--- src/sv/edidbv_pkg.sv ---
// ----------------------------------------------------------------------------
// EDID buffer validator package
// Buffer geometry, byte positions, mode codes and verdict codes shared by the
// validator modules.
// ----------------------------------------------------------------------------
package edidbv_pkg;

  localparam int MAX_BLOCKS  = 8;
  localparam int BLOCK_BYTES = 128;
  localparam int OFF_W       = $clog2(BLOCK_BYTES);
  localparam int BLK_W       = $clog2(MAX_BLOCKS);
  localparam int POS_W       = BLK_W + OFF_W;
  localparam int TOTAL_BYTES = MAX_BLOCKS * BLOCK_BYTES;

  localparam logic [POS_W-1:0] POS_LAST      = POS_W'(TOTAL_BYTES - 1);
  localparam logic [POS_W-1:0] POS_HDR_FIRST = POS_W'(0);
  localparam logic [POS_W-1:0] POS_HDR_LAST  = POS_W'(7);
  localparam logic [POS_W-1:0] POS_EXT_COUNT = POS_W'(8'h7e);
  localparam logic [POS_W-1:0] POS_EXT_TAG   = POS_W'(8'h80);
  localparam logic [OFF_W-1:0] OFF_LAST      = OFF_W'(BLOCK_BYTES - 1);

  localparam logic [7:0] HDR_FILL   = 8'hff;
  localparam logic [7:0] EXT_TAG_A  = 8'h02;
  localparam logic [7:0] EXT_TAG_B  = 8'hf0;
  localparam logic [7:0] STRICT_MIN = 8'd3;

  localparam logic [1:0] MODE_UNSET  = 2'd0;
  localparam logic [1:0] MODE_HDMI20 = 2'd1;
  localparam logic [1:0] MODE_HDMI21 = 2'd2;
  localparam logic [1:0] MODE_OTHER  = 2'd3;

  localparam logic [2:0] WHY_NONE     = 3'd0;
  localparam logic [2:0] WHY_UNSET    = 3'd1;
  localparam logic [2:0] WHY_HEADER   = 3'd2;
  localparam logic [2:0] WHY_CHECKSUM = 3'd3;
  localparam logic [2:0] WHY_ZERO_TAG = 3'd4;
  localparam logic [2:0] WHY_ALL_ZERO = 3'd5;
  localparam logic [2:0] WHY_STRICT   = 3'd6;

  typedef struct packed {
    logic       valid;
    logic       pass;
    logic [2:0] reason;
  } verdict_t;

endpackage

--- src/sv/edid_buffer_validator.sv ---
// ----------------------------------------------------------------------------
// EDID buffer validator
// Checks a raw EDID buffer streamed one byte per request and returns one
// pass or fail verdict, with a reason, after the last byte of each buffer.
// ----------------------------------------------------------------------------
//  Channel  Handshake               Payload
//  input    in_valid / in_ready     edid_byte
//  output   out_valid / out_ready   edid_pass, fail_reason
//  config   cfg_write_en            cfg_write_data (version_mode)
//
//  One byte is accepted per cycle, except while the last byte of a buffer waits
//  on a full output register; a byte is registered, then folded into the
//  tracking state, and the verdict of a buffer is loaded into the output register.
//  Only the last byte of a buffer waits on a full output register; every
//  other byte flows on regardless of out_ready.
//  Synchronous reset clears the tracking state, the mode and both valid flags.
// ----------------------------------------------------------------------------
module edid_buffer_validator (
  input  logic       clk,
  input  logic       rst,
  input  logic       in_valid,
  output logic       in_ready,
  input  logic [7:0] edid_byte,
  output logic       out_valid,
  input  logic       out_ready,
  output logic       edid_pass,
  output logic [2:0] fail_reason,
  input  logic       cfg_write_en,
  input  logic [1:0] cfg_write_data
);
  import edidbv_pkg::*;

  verdict_t verdict;
  logic     out_free;

  edidbv_track u_track (
    .clk            (clk),
    .rst            (rst),
    .in_valid       (in_valid),
    .in_ready       (in_ready),
    .edid_byte      (edid_byte),
    .cfg_write_en   (cfg_write_en),
    .cfg_write_data (cfg_write_data),
    .out_free       (out_free),
    .verdict        (verdict)
  );

  edidbv_out u_out (
    .clk         (clk),
    .rst         (rst),
    .verdict     (verdict),
    .out_free    (out_free),
    .out_valid   (out_valid),
    .out_ready   (out_ready),
    .edid_pass   (edid_pass),
    .fail_reason (fail_reason)
  );

endmodule

--- src/sv/edidbv_track.sv ---
// ----------------------------------------------------------------------------
// EDID buffer tracker
// Registers each incoming byte, updates the per-buffer tracking state and
// forms the verdict when the last byte of a buffer is processed.
// ----------------------------------------------------------------------------
module edidbv_track (
  input  logic                   clk,
  input  logic                   rst,
  input  logic                   in_valid,
  output logic                   in_ready,
  input  logic [7:0]             edid_byte,
  input  logic                   cfg_write_en,
  input  logic [1:0]             cfg_write_data,
  input  logic                   out_free,
  output edidbv_pkg::verdict_t   verdict
);
  import edidbv_pkg::*;

  logic             s1_valid;
  logic [7:0]       s1_byte;
  logic [1:0]       version_mode;
  logic [POS_W-1:0] byte_position;
  logic [7:0]       block_sum;
  logic [7:0]       extension_count;
  logic             base_header_ok;
  logic             ext_header_ok;
  logic             all_zero_so_far;
  logic [2:0]       first_failure;

  logic [7:0]       block_sum_next;
  logic [7:0]       extension_count_next;
  logic             base_header_ok_next;
  logic             ext_header_ok_next;
  logic             all_zero_so_far_next;
  logic [2:0]       first_failure_next;

  logic [BLK_W-1:0] blk;
  logic [OFF_W-1:0] off;
  logic             checked;
  logic             last;
  logic             go;
  logic [7:0]       sum_add;

  assign blk      = byte_position[POS_W-1:OFF_W];
  assign off      = byte_position[OFF_W-1:0];
  assign checked  = 8'(blk) <= extension_count;
  assign last     = byte_position == POS_LAST;
  assign go       = s1_valid && (!last || out_free);
  assign in_ready = !s1_valid || go;
  assign sum_add  = block_sum + s1_byte;

  always_comb begin
    all_zero_so_far_next = all_zero_so_far && (s1_byte == 8'h00);
    base_header_ok_next  = base_header_ok;
    extension_count_next = extension_count;
    ext_header_ok_next   = ext_header_ok;
    first_failure_next   = first_failure;
    block_sum_next       = sum_add;

    if (byte_position == POS_HDR_FIRST || byte_position == POS_HDR_LAST) begin
      if (s1_byte != 8'h00) begin
        base_header_ok_next = 1'b0;
      end
    end else if (byte_position < POS_HDR_LAST) begin
      if (s1_byte != HDR_FILL) begin
        base_header_ok_next = 1'b0;
      end
    end
    if (byte_position == POS_HDR_LAST && !base_header_ok_next &&
        first_failure_next == WHY_NONE) begin
      first_failure_next = WHY_HEADER;
    end

    if (byte_position == POS_EXT_COUNT) begin
      extension_count_next = s1_byte;
    end
    if (byte_position == POS_EXT_TAG) begin
      ext_header_ok_next = s1_byte inside {EXT_TAG_A, EXT_TAG_B};
    end

    if (off == '0 && blk != '0 && checked && s1_byte == 8'h00 &&
        first_failure_next == WHY_NONE) begin
      first_failure_next = WHY_ZERO_TAG;
    end

    if (off == OFF_LAST) begin
      if (checked && sum_add != 8'h00 && first_failure_next == WHY_NONE) begin
        first_failure_next = WHY_CHECKSUM;
      end
      block_sum_next = 8'h00;
    end
  end

  always_comb begin
    verdict.valid  = go && last;
    verdict.pass   = 1'b1;
    verdict.reason = WHY_NONE;
    case (version_mode)
      MODE_UNSET: begin
        verdict.pass   = 1'b0;
        verdict.reason = WHY_UNSET;
      end
      MODE_HDMI20: begin
        if (first_failure_next != WHY_NONE) begin
          verdict.pass   = 1'b0;
          verdict.reason = first_failure_next;
        end
      end
      MODE_HDMI21: begin
        if (all_zero_so_far_next) begin
          verdict.pass   = 1'b0;
          verdict.reason = WHY_ALL_ZERO;
        end else if (extension_count_next > STRICT_MIN && !base_header_ok_next &&
                     !ext_header_ok_next) begin
          verdict.pass   = 1'b0;
          verdict.reason = WHY_STRICT;
        end
      end
      default: begin
        verdict.pass   = 1'b1;
        verdict.reason = WHY_NONE;
      end
    endcase
  end

  always_ff @(posedge clk) begin
    if (in_ready) begin
      s1_byte <= edid_byte;
    end
  end

  always_ff @(posedge clk) begin
    if (rst) begin
      s1_valid        <= 1'b0;
      version_mode    <= MODE_UNSET;
      byte_position   <= '0;
      block_sum       <= 8'h00;
      extension_count <= 8'h00;
      base_header_ok  <= 1'b1;
      ext_header_ok   <= 1'b0;
      all_zero_so_far <= 1'b1;
      first_failure   <= WHY_NONE;
    end else begin
      if (cfg_write_en) begin
        version_mode <= cfg_write_data;
      end
      if (in_ready) begin
        s1_valid <= in_valid;
      end
      if (go) begin
        if (last) begin
          byte_position   <= '0;
          block_sum       <= 8'h00;
          extension_count <= 8'h00;
          base_header_ok  <= 1'b1;
          ext_header_ok   <= 1'b0;
          all_zero_so_far <= 1'b1;
          first_failure   <= WHY_NONE;
        end else begin
          byte_position   <= byte_position + 1'b1;
          block_sum       <= block_sum_next;
          extension_count <= extension_count_next;
          base_header_ok  <= base_header_ok_next;
          ext_header_ok   <= ext_header_ok_next;
          all_zero_so_far <= all_zero_so_far_next;
          first_failure   <= first_failure_next;
        end
      end
    end
  end

  a_sum_clear_at_block_start: assert property (@(posedge clk) disable iff (rst)
    off == '0 |-> block_sum == 8'h00)
    else $error("block sum not cleared at the start of a block");

  a_failure_code_legal: assert property (@(posedge clk) disable iff (rst)
    first_failure == WHY_NONE || first_failure == WHY_HEADER ||
    first_failure == WHY_CHECKSUM || first_failure == WHY_ZERO_TAG)
    else $error("recorded failure has an impossible code");

  a_failure_sticky: assert property (@(posedge clk) disable iff (rst)
    (first_failure != WHY_NONE && !(go && last)) |=> first_failure == $past(first_failure))
    else $error("first failure overwritten within a buffer");

  a_header_failure_after_header: assert property (@(posedge clk) disable iff (rst)
    first_failure == WHY_HEADER |-> byte_position > POS_HDR_LAST)
    else $error("header failure recorded before the header was complete");

endmodule

--- src/sv/edidbv_out.sv ---
// ----------------------------------------------------------------------------
// EDID verdict output register
// Holds one verdict until it is taken, and frees itself in the same cycle as
// the verdict leaves.
// ----------------------------------------------------------------------------
module edidbv_out (
  input  logic                 clk,
  input  logic                 rst,
  input  edidbv_pkg::verdict_t verdict,
  output logic                 out_free,
  output logic                 out_valid,
  input  logic                 out_ready,
  output logic                 edid_pass,
  output logic [2:0]           fail_reason
);
  import edidbv_pkg::*;

  logic load;

  assign out_free = !out_valid || out_ready;
  assign load     = verdict.valid && out_free;

  always_ff @(posedge clk) begin
    if (rst) begin
      out_valid <= 1'b0;
    end else if (out_free) begin
      out_valid <= verdict.valid;
    end
  end

  always_ff @(posedge clk) begin
    if (load) begin
      edid_pass   <= verdict.pass;
      fail_reason <= verdict.reason;
    end
  end

  a_verdict_not_dropped: assert property (@(posedge clk) disable iff (rst)
    verdict.valid |-> out_free)
    else $error("verdict offered while the output register is full");

  a_pass_means_no_reason: assert property (@(posedge clk) disable iff (rst)
    out_valid |-> (edid_pass == (fail_reason == WHY_NONE)))
    else $error("pass flag and reason disagree");

  a_held_while_stalled: assert property (@(posedge clk) disable iff (rst)
    (out_valid && !out_ready) |=> out_valid && $stable(fail_reason) && $stable(edid_pass))
    else $error("stalled verdict changed");

endmodule

--- config.mk ---
export PLATFORM = sky130hd
export DESIGN_NAME = edid_buffer_validator
export DESIGN_NICKNAME = d
export VERILOG_FILES = /design/src/sv/edidbv_pkg.sv /design/src/sv/edid_buffer_validator.sv /design/src/sv/edidbv_track.sv /design/src/sv/edidbv_out.sv
export SDC_FILE = /design/constraint.sdc
export NUM_CORES = 1
export LEC_CHECK = 0
export BUFFER_PORTS_ARGS = -buffer_cell sky130_fd_sc_hd__buf_4
export CORE_MARGIN = 4
export CORE_UTILIZATION = 25
export CTS_CLUSTER_SIZE = 40
export DETAILED_ROUTE_END_ITERATION = 6
export SYNTH_ARGS = -nofsm -noshare
export SYNTH_HDL_FRONTEND = slang
export SYNTH_SLANG_ARGS = --single-unit
--- constraint.sdc ---
create_clock -name clk -period 4.4 [get_ports clk]
set_input_delay 1.1 -clock clk [delete_from_list [all_inputs] [get_ports clk]]
set_output_delay 1.1 -clock clk [all_outputs]
set_load 0.01 [all_outputs]
==> impl_results.md <==
- Area growth, synth to finish: 15.7%
- HP Class: register to register
- Via count: 2149
- Die width: 110 µm
- Max_cap viols: 0
- First-pass DRT Iterations: 4
- Vert. Die Dim: 110 µm
- TritonCTS clock tree: done
- Antenna viol nets, final: 0
- Arrival time at the worst endpoint: 2.34 ns
- Syn_area_per_cell: 9.28 µm²
- First-pass GRT wire length: 10500 µm
- CORE AREA: 10300 µm²
- Worst Hold End: u_track.block_sum[6]$_SDFFE_PP0P_
- Crit-path cells: and4_1 > nand3_1 > nor2_1 > nand2_1 > or2_2 > buf_4
- Syn Nets: 312
- DR DRC count: 0
- Post-Synthesis Cells: 283
- Max clock buf depth: 2
- # fillers: 1101
- Drt initial violations: 124
- VDD IR max: 0.000133 V
- Hold_buf cts: 0
- Leading cell type in the layout, fill and taps excluded: nor2_1
- Ys async rst share: 0
- Max-slew headroom: 0.429
- Global-route usage over all layers: 0.103
- Status: finished clean
- DIE AREA: 12200 µm²
- Final Cycle Share: 0.781
- Most frequent cells in the layout: nor2_1, dfxtp_1, nand2_1, buf_4, a21oi_1
- GPL Wtd Cong: 0.880
- Final Core Density: 0.296
- Cell family with most CP delay: simple AND/OR/NAND/NOR gates
- Hold_sp: u_track.block_sum[6]$_SDFFE_PP0P_
- Total power: 0.000919 W
- Library cells used by synthesis: 62
- Via density: 4.88
- Least-Margin Pin Slew: 0.849 ns
- Clk_skew: 0.0118 ns
- Critical path peak fanout: 10
- Unrepaired setup endpoints after global routing: false
- Final hold violations: 0
- Setup Fix Bufs, Post-CTS: 0
- Setup violators final: 0
- Crit-path slowest cell: dfxtp_1
- Critical Path RT: 3.30 ns
- FF-to-FF path depth: 8
- Worst hold path stage count: 2
- Leakage: 1.13 nW
- Routed WL: 6080 µm
- Period minus WS final: 3.44 ns
- Peak Freq: 0.291 GHz
- Pin count of the biggest net entering global routing: 29
- Row Count: 37
- DR WL/cell: 13.8 µm
- H-tree Lvls: 2
- Main synth FF type: dfxtp_1
- N_diodes: 0
- Hold_ws: 0.467 ns
- Initial Util: 0.255
- Non-filler cells in the finished layout: 440
- Post-synthesis sequential area ratio: 0.412
- Flops & latches, synth: 48
- FF-to-FF End: u_out.fail_reason[0]$_DFFE_PP_
- Bufs and invs on worst path: 1
- Post-synth top area cell: dfxtp_1
- DP Cell Count: 432
- Critical Path Source Type: register
- Mapped cell area: 2630 µm²
- Clock sink total: 48
- Synth top area cells: dfxtp_1, edfxtp_1, ha_1
- TNS Setup: 0 ns
- Root Buffer: clkbuf_8
- Resize count post-CTS: 0
- CTS Buf Count: 5
- Port bufs: 20
- Congestion Overflow GR: 0
- EDFF count, synth: 12
- Clock transition at the registers of the reported paths: 0.09 ns
- CP max stage delay: 0.48 ns
- Synth warnings: 0
- Final slew viol count: 0
- Synth top area share: 0.275
- Top Ports: 21
- Number of global-route vias before repair: 2141
- Initial antenna violation count: 0
- Layout cells sized above 1: 0.148
- Reg2reg setup slack: 1.27 ns
- Layout Nets: 332
- Setup crit end kind: primary output
- Pwr Density: 303 nW/µm²
- Start of the worst register-to-register path: u_track.s1_byte[0]$_DFFE_PP_
- Detailed placement HPWL: 4580 µm
- Clk_lat worst skew: 0.30 ns
- Setup Crit Path Kind: register to primary output
[cell usage after synthesis, drive strengths merged (2+ instances only)]
master    n
edfxtp   12
a211oi    4
o2bb2ai   2
o41ai     4
a22oi     7
nand2    21
nand3    13
mux2i     6
o211ai    3
nor3b     2
xor2      8
nor2b     8
nand2b    2
and3      2
ha       13
nand4     7
clkbuf    6
nor2     37
o21a      3
a21oi    16
xnor2     3
o21ai     9
nor4      4
inv      12
a211o     2
or2       4
or4       2
and4      4
dfxtp    36
buf       2
nor3      9
[metal layers]
metal	up-vias	global-route usage	share of wire
li1	1081	-	-
met5	-	0	0
met3	8	0.0219	0.037
met4	0	0.0353	0.016
met1	1018	0.135	0.49
met2	42	0.167	0.46
[cells by family after synthesis]
group / after synthesis / synth area share
flops: 48 / 0.412
xor+xnor: 11 / 0.0367
mux: 7 / 0.0272
fa+ha+maj: 14 / 0.0696
simple gates: 121 / 0.253
compound gates: 62 / 0.171
buf+inv: 20 / 0.0310
[cell type report]
cell class                      count  area [µm²]  share of cell area
Multi-Input combinational cell    215        1460               0.481
Sequential cell                    48        1080               0.356
Tap cell                          136         170              0.0560
Timing Repair Buffer               21         158              0.0519
Clock buffer                        6        82.6              0.0272
Inverter                           12        45.0              0.0148
Clock inverter                      2        38.8              0.0128
[sequential cells by signal, indices dropped and copies added, names as in the netlist]
| signal | flops |
|---|---|
| u_track.first_failure | 3 |
| u_track.block_sum | 8 |
| u_out.edid_pass | 1 |
| u_track.base_header_ok | 1 |
| u_track.s1_byte | 8 |
| u_track.version_mode | 2 |
| u_out.fail_reason | 3 |
| u_track.s1_valid | 1 |
| u_track.extension_count | 8 |
| u_out.out_valid | 1 |
| u_track.byte_position | 10 |
| u_track.all_zero_so_far | 1 |
| u_track.ext_header_ok | 1 |
[how the worst max path moves through the flow]
stage,to,startpoint,depth (start not counted),slack [ns]
floorplan,in_ready,out_ready,2,1.61
global placement,in_ready,out_ready,4,1.26
detailed placement,in_ready,out_ready,4,1.25
CTS,in_ready,u_track.byte_position[3]$_SDFFE_PP0P_,6,0.96
global route,in_ready,u_track.byte_position[3]$_SDFFE_PP0P_,6,0.78
finish,in_ready,u_track.byte_position[3]$_SDFFE_PP0P_,6,0.96
[worst reg2reg max path, cell delays in order (launching register included)]
cell and delay, ns:
edfxtp_1 0.46, ha_1 0.25, fa_1 0.42, and4_1 0.19, a2111oi_0 0.37, nand3_1 0.15, nor4_1 0.67, nor4b_4 0.12
o31a_1 0.27
[through the flow]
| stage | worst slack (ns) | cell area (µm²) |
|---|---|---|
| floorplan | 1.61 | 2630 |
| global placement | 1.26 | 2920 |
| detailed placement | 1.25 | 2920 |
| CTS | 0.961 | 3040 |
| global route | 0.776 | 3040 |
| finish | 0.962 | 3040 |
[power by group]
part	internal, W	leakage, nW	switching (W)	total [W]
clock network	0.000186	0.0614	0.000154	0.000340
registers	0.000464	0.414	0.0000154	0.000479
logic	0.0000445	0.651	0.0000549	0.0000994
total	0.000695	1.13	0.000225	0.000919
Note: power is estimated with default switching activity, not from simulation.
